$ cat config.mk
export PLATFORM = sky130hd
export DESIGN_NAME = utf8_stream_validator
export DESIGN_NICKNAME = d
export VERILOG_FILES = /design/src/rtl/u8v_pkg.sv /design/src/rtl/u8v_step.sv /design/src/rtl/utf8_stream_validator.sv
export SDC_FILE = /design/constraint.sdc
export NUM_CORES = 1
export LEC_CHECK = 0
export ABC_CLOCK_PERIOD_IN_PS = 2600
export BUFFER_PORTS_ARGS = -buffer_cell sky130_fd_sc_hd__buf_2
export CAP_MARGIN = 20
export CORE_MARGIN = 8
export CORE_UTILIZATION = 30
export DETAILED_ROUTE_END_ITERATION = 10
export GPL_TIMING_DRIVEN = 0
export PLACE_DENSITY = 0.51
export SKIP_LAST_GASP = 1
export SYNTH_ARGS = -nofsm -noshare
export SYNTH_HDL_FRONTEND = slang
export SYNTH_HIERARCHICAL = 1
export SYNTH_SLANG_ARGS = --single-unit
$ cat constraint.sdc
create_clock -name clock -period 2.6 [get_ports clock]
set_input_delay 0.13 -clock clock [delete_from_list [all_inputs] [get_ports clock]]
set_output_delay 0.13 -clock clock [all_outputs]
set_load 0.005 [all_outputs]
$ cat src/rtl/u8v_pkg.sv
// ----------------------------------------------------------------------------
// u8v_pkg
// shared types, status codes and helpers for the utf-8 stream validator
// ----------------------------------------------------------------------------
`default_nettype none

package u8v_pkg;

   // longest sequence a lead byte may announce, in bytes (2 to 6)
   localparam int MaxSequenceBytes = 6;

   typedef enum logic [2:0] {
      ST_OK        = 3'd0,
      ST_FE_FF     = 3'd1,
      ST_STRAY     = 3'd2,
      ST_TOO_LONG  = 3'd3,
      ST_BAD_CONT  = 3'd4,
      ST_TRUNCATED = 3'd5
   } status_type;

   typedef struct packed {
      logic [2:0] due;
      status_type error;
   } state_type;

   function automatic logic [3:0] leading_ones(input logic [7:0] b);
      logic [3:0] n;
      case (b) inside
         8'b0???????: n = 4'd0;
         8'b10??????: n = 4'd1;
         8'b110?????: n = 4'd2;
         8'b1110????: n = 4'd3;
         8'b11110???: n = 4'd4;
         8'b111110??: n = 4'd5;
         8'b1111110?: n = 4'd6;
         8'b11111110: n = 4'd7;
         default:     n = 4'd8;
      endcase
      return n;
   endfunction

endpackage

`default_nettype wire

$ cat src/rtl/u8v_step.sv
// ----------------------------------------------------------------------------
// u8v_step
// next-state and status logic for one byte of the string under test
// ----------------------------------------------------------------------------
`default_nettype none

module u8v_step #(
   parameter int MaxSequenceBytes = u8v_pkg::MaxSequenceBytes
) (
   input  wire logic [7:0]           data_byte,
   input  wire logic                 end_of_string,
   input  wire u8v_pkg::state_type   state_cur,
   output u8v_pkg::state_type        state_nxt,
   output u8v_pkg::status_type       status
);

   always_comb begin
      u8v_pkg::state_type s;
      logic [3:0]         n;

      s = state_cur;
      n = u8v_pkg::leading_ones(data_byte);

      if (state_cur.error != u8v_pkg::ST_OK) begin
         s = state_cur;
      end else if (state_cur.due != 3'd0) begin
         if (data_byte[7:6] != 2'b10) begin
            s.error = u8v_pkg::ST_BAD_CONT;
         end else begin
            s.due = state_cur.due - 3'd1;
         end
      end else if (data_byte == 8'hFF || data_byte == 8'hFE) begin
         s.error = u8v_pkg::ST_FE_FF;
      end else if (n == 4'd1) begin
         s.error = u8v_pkg::ST_STRAY;
      end else if (n > 4'(MaxSequenceBytes)) begin
         s.error = u8v_pkg::ST_TOO_LONG;
      end else if (n != 4'd0) begin
         s.due = 3'(n - 4'd1);
      end

      // status of the string, meaningful on its last byte
      if (s.error != u8v_pkg::ST_OK) begin
         status = s.error;
      end else if (s.due != 3'd0) begin
         status = u8v_pkg::ST_TRUNCATED;
      end else begin
         status = u8v_pkg::ST_OK;
      end

      // end of string returns to the idle state
      if (end_of_string) begin
         state_nxt.due   = 3'd0;
         state_nxt.error = u8v_pkg::ST_OK;
      end else begin
         state_nxt = s;
      end
   end

endmodule

`default_nettype wire

$ cat src/rtl/utf8_stream_validator.sv
// ----------------------------------------------------------------------------
// utf8_stream_validator
// checks a byte stream against the up-to-six-byte utf-8 form, one word per
// byte, and gives one status word on the byte that ends each string
// status word: registered from the held last byte once the output is free
// throughput: one byte per cycle; a last byte, and bytes after it, wait only
// while an earlier status word is still not taken by the receiver
// reset: synchronous, clears the sequence state and all valid flags
// ----------------------------------------------------------------------------
`default_nettype none

module utf8_stream_validator #(
   parameter int MaxSequenceBytes = u8v_pkg::MaxSequenceBytes
) (
   input  wire logic       clock,
   input  wire logic       reset,
   input  wire logic       req_tvalid,
   output logic            req_tready,
   input  wire logic [7:0] req_tdata,   // [7:0] data_byte
   input  wire logic       req_tlast,   // end_of_string
   output logic            rsp_tvalid,
   input  wire logic       rsp_tready,
   output logic [7:0]      rsp_tdata    // [2:0] status, [7:3] zero
);

   logic                 in_valid_ff, in_valid_in;
   logic [7:0]           in_byte_ff, in_byte_in;
   logic                 in_last_ff, in_last_in;
   u8v_pkg::state_type   state_ff, state_in;
   logic                 rsp_valid_ff, rsp_valid_in;
   u8v_pkg::status_type  rsp_status_ff, rsp_status_in;

   u8v_pkg::state_type   step_state;
   u8v_pkg::status_type  step_status;
   logic                 advance;

   u8v_step #(
      .MaxSequenceBytes (MaxSequenceBytes)
   ) u_step (
      .data_byte     (in_byte_ff),
      .end_of_string (in_last_ff),
      .state_cur     (state_ff),
      .state_nxt     (step_state),
      .status        (step_status)
   );

   // a held word moves on unless its status word has nowhere to go
   assign advance    = in_valid_ff && (!in_last_ff || !rsp_valid_ff || rsp_tready);
   assign req_tready = !in_valid_ff || advance;

   always_comb begin
      in_valid_in   = in_valid_ff;
      in_byte_in    = in_byte_ff;
      in_last_in    = in_last_ff;
      state_in      = state_ff;
      rsp_valid_in  = rsp_valid_ff;
      rsp_status_in = rsp_status_ff;

      if (rsp_valid_ff && rsp_tready) begin
         rsp_valid_in = 1'b0;
      end

      if (advance) begin
         in_valid_in = 1'b0;
         state_in    = step_state;
         if (in_last_ff) begin
            rsp_valid_in  = 1'b1;
            rsp_status_in = step_status;
         end
      end

      if (req_tvalid && req_tready) begin
         in_valid_in = 1'b1;
         in_byte_in  = req_tdata;
         in_last_in  = req_tlast;
      end
   end

   always_ff @(posedge clock) begin
      if (reset) begin
         in_valid_ff    <= 1'b0;
         rsp_valid_ff   <= 1'b0;
         state_ff.due   <= 3'd0;
         state_ff.error <= u8v_pkg::ST_OK;
      end else begin
         in_valid_ff  <= in_valid_in;
         rsp_valid_ff <= rsp_valid_in;
         state_ff     <= state_in;
      end
      in_byte_ff    <= in_byte_in;
      in_last_ff    <= in_last_in;
      rsp_status_ff <= rsp_status_in;
   end

   assign rsp_tvalid = rsp_valid_ff;
   assign rsp_tdata  = {5'b00000, rsp_status_ff};

endmodule

`default_nettype wire
* After elaboration in Yosys (flattened, before gate mapping)
Index checks and enable logic that the tools add are counted.
** Storage, ports and cells
- Flip-flop bits (word level) :: 20
- Output and inout port bits :: 10
- Logic and storage cells :: 64
** Operators by class
- Add/subtract/negate cells :: 2
- $lt $le $gt $ge :: 1
- Equality and inequality tests :: 10
- Multiplexer cells :: 27
- Reductions and logical operators :: 17
** Operators with widths (number)
- $mux 3 :: 11
- $mux 4 :: 8
- $mux 6 :: 3
- $eq 8x8->1 const B :: 2
- $reduce_bool 3->1 :: 4
- $eq 7x7->1 const B :: 1
- $eq 6x6->1 const B :: 1
- $sub 3x1->3 const B :: 2
- $eq 5x5->1 const B :: 1
- $mux 1 :: 5
- $eq 4x1->1 const B :: 1
- $eq 4x4->1 const B :: 1
- $gt 4x3->1 const B :: 1
- $logic_or 1x1->1 :: 4
- $reduce_bool 4->1 :: 1
- $eq 3x3->1 const B :: 1
- $logic_and 1x1->1 :: 3
- $logic_not 1->1 :: 3
- $eq 2x2->1 const B :: 1
- $ne 2x2->1 const B :: 1
- $reduce_and 2->1 :: 1
- $reduce_bool 2->1 :: 1

* Longest topological paths before layout
- Depth after elaboration :: 19
- Depth in mapped cells :: 12

* By module
The synthesis kept the hierarchy.
** By module, submodules not included
- utf8_stream_validator :: times used 1, cells an instance 54, area an instance 769.5 sq um, seq. area each 520.5 sq um
- u8v_step :: times used 1, cells an instance 68, area an instance 473.0 sq um, seq. area each 0.0 sq um

* Least setup slack after synthesis
Ideal clock, no wire load.
- Kind :: reg-to-reg
- Start :: reg in_byte_ff[7]
- End :: reg rsp_status_ff[2], data pin
- Arrival :: 2.214 ns
- Path slack :: 0.119 ns
- Stages on the path, launching flop included :: 11
- Clock period less this slack :: 2.481 ns
- Cells stage by stage :: edfxtp_1 > nand2b_2 > o21ai_1 > a41oi_2 > inv_1 > ha_1 > o21ai_2 > nand2_2 > or4_4 > a211oi_2 > o21ai_1
** Between the ends
- Word-level cells in the longest chain between the ends :: 19
** Ends and longest elaborated chain
- from (decl) :: RTL line utf8_stream_validator.sv:27 : logic [7:0] in_byte_ff, in_byte_in;
- from (signal assigned) :: RTL line utf8_stream_validator.sv:90 : in_byte_ff <= in_byte_in;
- $eq 8x8->1 :: RTL line u8v_step.sv:22, u8v_step.sv:32
- $mux 4 (8 in series) :: RTL line u8v_pkg.sv:28 : case (b) inside
- $sub 3x1->3 / $reduce_bool 4->1 (equally long branches) :: RTL line u8v_step.sv:39, u8v_step.sv:38
- $mux 3 :: RTL line u8v_step.sv:38 : end else if (n != 4'd0) begin
- $mux 3 :: RTL line u8v_step.sv:36 : end else if (n > 4'(MaxSequenceBytes)) begin
- $mux 3 :: RTL line u8v_step.sv:34 : end else if (n == 4'd1) begin
- $mux 3 :: RTL line u8v_step.sv:32 : end else if (data_byte == 8'hFF || data_byte == 8'hFE) begin
- $mux 6 (*) :: RTL line u8v_step.sv:26 : end else if (state_cur.due != 3'd0) begin
- $mux 6 (*) :: RTL line u8v_step.sv:24 : if (state_cur.error != u8v_pkg::ST_OK) begin
- $reduce_bool 3->1 :: RTL line u8v_step.sv:45 : end else if (s.due != 3'd0) begin
- $mux 3 :: RTL line u8v_step.sv:45
- $mux 3 (*) :: RTL line u8v_step.sv:43 : if (s.error != u8v_pkg::ST_OK) begin
- net step_status[2] :: RTL line utf8_stream_validator.sv:34 : u8v_pkg::status_type step_status;
- to (signal assigned) :: RTL line utf8_stream_validator.sv:92 : rsp_status_ff <= rsp_status_in;
- to (decl) :: RTL line utf8_stream_validator.sv:31 : u8v_pkg::status_type rsp_status_ff, rsp_status_in;
Mark *: on every way through the listed nets, which the timed path passes. The rest lies on a longest branch.
A chain may end at the register's enable or synchronous reset.

* Final worst setup path
- Start :: reg in_byte_ff[3]
- End :: reg rsp_status_ff[2], data pin
Same word-level chain as after synthesis.

==> qor.csv <==
stage,metric,value,unit
outcome,status,finished with violations,
outcome,failing checks,negative setup slack,
placement,dpl cells,193,
layout,NumNets Final,176,
synthesis,Cells after Synth,122,
timing,Final Max Slew Viols,0,
routing,Final ANT Viol Nets,0,
worst_setup_path,Critical Path RT,2600,ps
worst_setup_path,worst path buffer plus inverter count,1,
layout,non-filler instance count after layout,206,
timing,Final Hold Vio Count,0,
pwr,PwrDens,530.2,mW/mm2
clocking,Root Driver,clkbuf_8,
timing,Slew headroom,37.02,%
worst_setup_path,CP peak stage delay,570,ps
die,Core Box Area,0.004000,mm2
worst_setup_path,most frequent CP cell,nand2_2,
layout,share of layout cells above drive strength 1,37.18,%
worst_setup_path,CP Max Fanout,3,
timing,final setup TNS,-80.80,ps
synthesis,most common cell in the synthesized netlist,nand2b_1,
die,Initial Utilization,31.06,%
global_routing,pin count of the biggest net entering global routing,13,
timing,period utilization,101.8,%
die,Die ar.,0.006457,mm2
clocking,Worst-path clk slew,70,ps
timing,Final setup violation count,2,
routing,wire per inst,13.19,um
synthesis,Synth cell types,43,
layout,Layout fillers,393,
synthesis,Post-synth EDFFs,12,
worst_setup_path,Worst Setup Start Kind,register,
timing,Final WS setup,-47.11,ps
routing,DRT iter0 DRCs,40,
synthesis,fraction of registers with async set/reset,0,%
timing,Max Clk Rate,377.8,MHz
routing,final WL,2718,um
layout,n_diodes,0,
worst_setup_path,CP arrival,2640,ps
timing,post-route minimum period,2647,ps
synthesis,top post-synthesis cells by count,"nand2b_1 (14), edfxtp_1 (12), dfxtp_1 (8), nand2_1 (8)",
placement,routability congestion estimate from global placement,0.8056,
routing,vias,1013,
worst_setup_path,critical path endpoint category,register,
clocking,Clock H-tree levels,1,
die,I/O pin count,23,
placement,HPWL reported at the end of detailed placement,1957,um
synthesis,mapped cell area,0.001242,mm2
synthesis,"top cells by area, synth","edfxtp_1 (29%), dfxtp_1 (13%), nand2b_1 (7.0%), ha_1 (6.0%), mux2i_1 (5.6%)",
placement,buffers added on ports,17,
synthesis,Yosys top cell area share,29.00,%
worst_setup_path,slowest CP cell,or4_4,
job,MaxCap Viol Count,0,
global_routing,gr ovfl total,0,
synthesis,"area leader, netlist",edfxtp_1,
die,Die Wd,80.36,um
clocking,"Clk Latency, worst-skew pair",260,ps
synthesis,Post-Syn Area per Cell,10.18,um2
timing,worst clock skew,1.577,ps
clocking,clk buf depth,2,
pwr,peak supply drop,236.7,uV
clocking,clk sinks,20,
synthesis,main flop type after synthesis,edfxtp_1,
hold_path,Min-Delay Path Class,primary input to register,
routing,DR DRC count,0,
global_routing,vias in the first global route,972,
global_routing,antenna violations before repair,0,
clocking,CTS tree,built,
pwr,Leakage Power,0.0006524,uW
timing,RSZ-0062 raised after global routing,true,
synthesis,Seq cells post-synth,20,
synthesis,sequential fraction of the synthesis area,41.89,%
worst_setup_path,Setup CP Type,register to register,
worst_setup_path,critical-path cell list,nand2_2 -> a21oi_2 -> o211ai_1 -> buf_4 -> ha_1 -> o21ai_4 -> nand2_2 -> or4_4 -> a211oi_4 -> o21ai_1,
die,die extent in y,80.36,um
routing,Vias/cell,4.917,
die,row cnt,23,
global_routing,All-Layer GR Usage,8.583,%
synthesis,YS warnings,6,
clocking,CTS buffer count,3,
worst_setup_path,"delay-heaviest family, CP",compound AO/OA/AOI/OAI gates,
timing,hold slack,43.45,ps
routing,DR pass1 iterations,4,
global_routing,first-pass GRT wire length,4353,um
timing,Worst-Margin Slew,940.3,ps
layout,Synth-to-Final Area Change,29.91,%
[flip-flops by register name, summed over array words and instances, names as in the netlist]
name / count
in_valid_ff: 1
rsp_tvalid: 1
in_last_ff: 1
state_ff: 6
rsp_status_ff: 3
in_byte_ff: 8
[path summary, 6_finish.rpt]
| check | from | endpoint | slack (ps) | cells past startpoint |
|---|---|---|---|---|
| setup / recovery | in_byte_ff[3] | rsp_status_ff[2] | -50 | 10 |
| hold / removal | req_tlast | in_last_ff | 40 | 1 |
| setup reg to reg | in_byte_ff[3] | rsp_status_ff[2] | -50 | 10 |
| hold reg to reg | state_ff[4] | state_ff[4] | 510 | 2 |
[per-layer routing]
| metal | vias up | GRT usage (%) | routed length [um] |
|---|---|---|---|
| met5 | - | 0 | 0 |
| met4 | 0 | 5.273 | 62 |
| met3 | 8 | 2.232 | 128 |
| met2 | 32 | 14.84 | 1401 |
| met1 | 473 | 9.073 | 1126 |
| li1 | 500 | - | - |
[report_power, final]
part	internal (uW)	switching [uW]
registers	355	15.4
logic	88.1	89.7
clock network	205	102
[layout by cell type, fill, tap and decap left out, drive strengths merged, types with 3 or more instances in the layout]
master / instances
conb: 5
nor2: 7
buf: 31
a211oi: 3
or4: 3
nand2b: 15
nand2: 9
edfxtp: 12
inv: 7
o21ai: 6
mux2i: 7
a21oi: 4
a31oi: 3
ha: 6
dfxtp: 8
clkbuf: 4
nand3: 4
[kinds of logic (layout without fill, tap and decap cells)]
| group | count (synthesis) | count (layout) | share of synthesized area (%) |
|---|---|---|---|
| adder cells (fa/ha/maj) | 6 | 6 | 6.042 |
| other | 1 | 5 | 0.3018 |
| flip-flops | 20 | 20 | 41.89 |
| AO/OA/AOI/OAI | 25 | 25 | 15.61 |
| AND/OR/NAND/NOR | 50 | 50 | 25.08 |
| multiplexers | 7 | 7 | 5.640 |
| buffers and inverters | 13 | 43 | 5.438 |
[timing repair]
action                                  in CTS  in global routing
hold buffers                                 0                  0
buffers inserted                             5                  4
pin swaps                                    1                 13
endpoints found under the setup margin       3                  6
gates resized for setup                      2                 12
[final cells by class]
cell class / instances / area [um2] / share of cell area [%]
inverters: 7 / 26.28 / 1.628
plain buffers: 6 / 41.29 / 2.558
repair buffers: 26 / 156.4 / 9.690
multi-input cells: 93 / 735.7 / 45.58
clock buffers: 3 / 41.29 / 2.558
well taps: 50 / 62.56 / 3.876
clock inverters: 1 / 30.03 / 1.860
flip-flops and latches: 20 / 520.5 / 32.25
[worst register-to-register path, stage by stage, from the launching register on]
cell and delay (ps):
edfxtp_1 450, nand2_2 90, a21oi_2 110, o211ai_1 150, buf_4 180, ha_1 200, o21ai_4 160, nand2_2 90
or4_4 570, a211oi_4 280, o21ai_1 80
[metrics by stage]
step	setup WS [ps]	power (uW)	instance area (um2)	utilization, %
after floorplan	119.5	478.8	1257	-
after global placement	-135.6	511.3	1405	35.13
after detailed placement	-164.3	515.1	1405	35.13
after CTS	14.91	845.7	1526	38.16
after global routing	-127.8	900.1	1614	40.35
final	-47.11	855.8	1614	40.35
No activity file was read; power rests on OpenSTA's default activity.
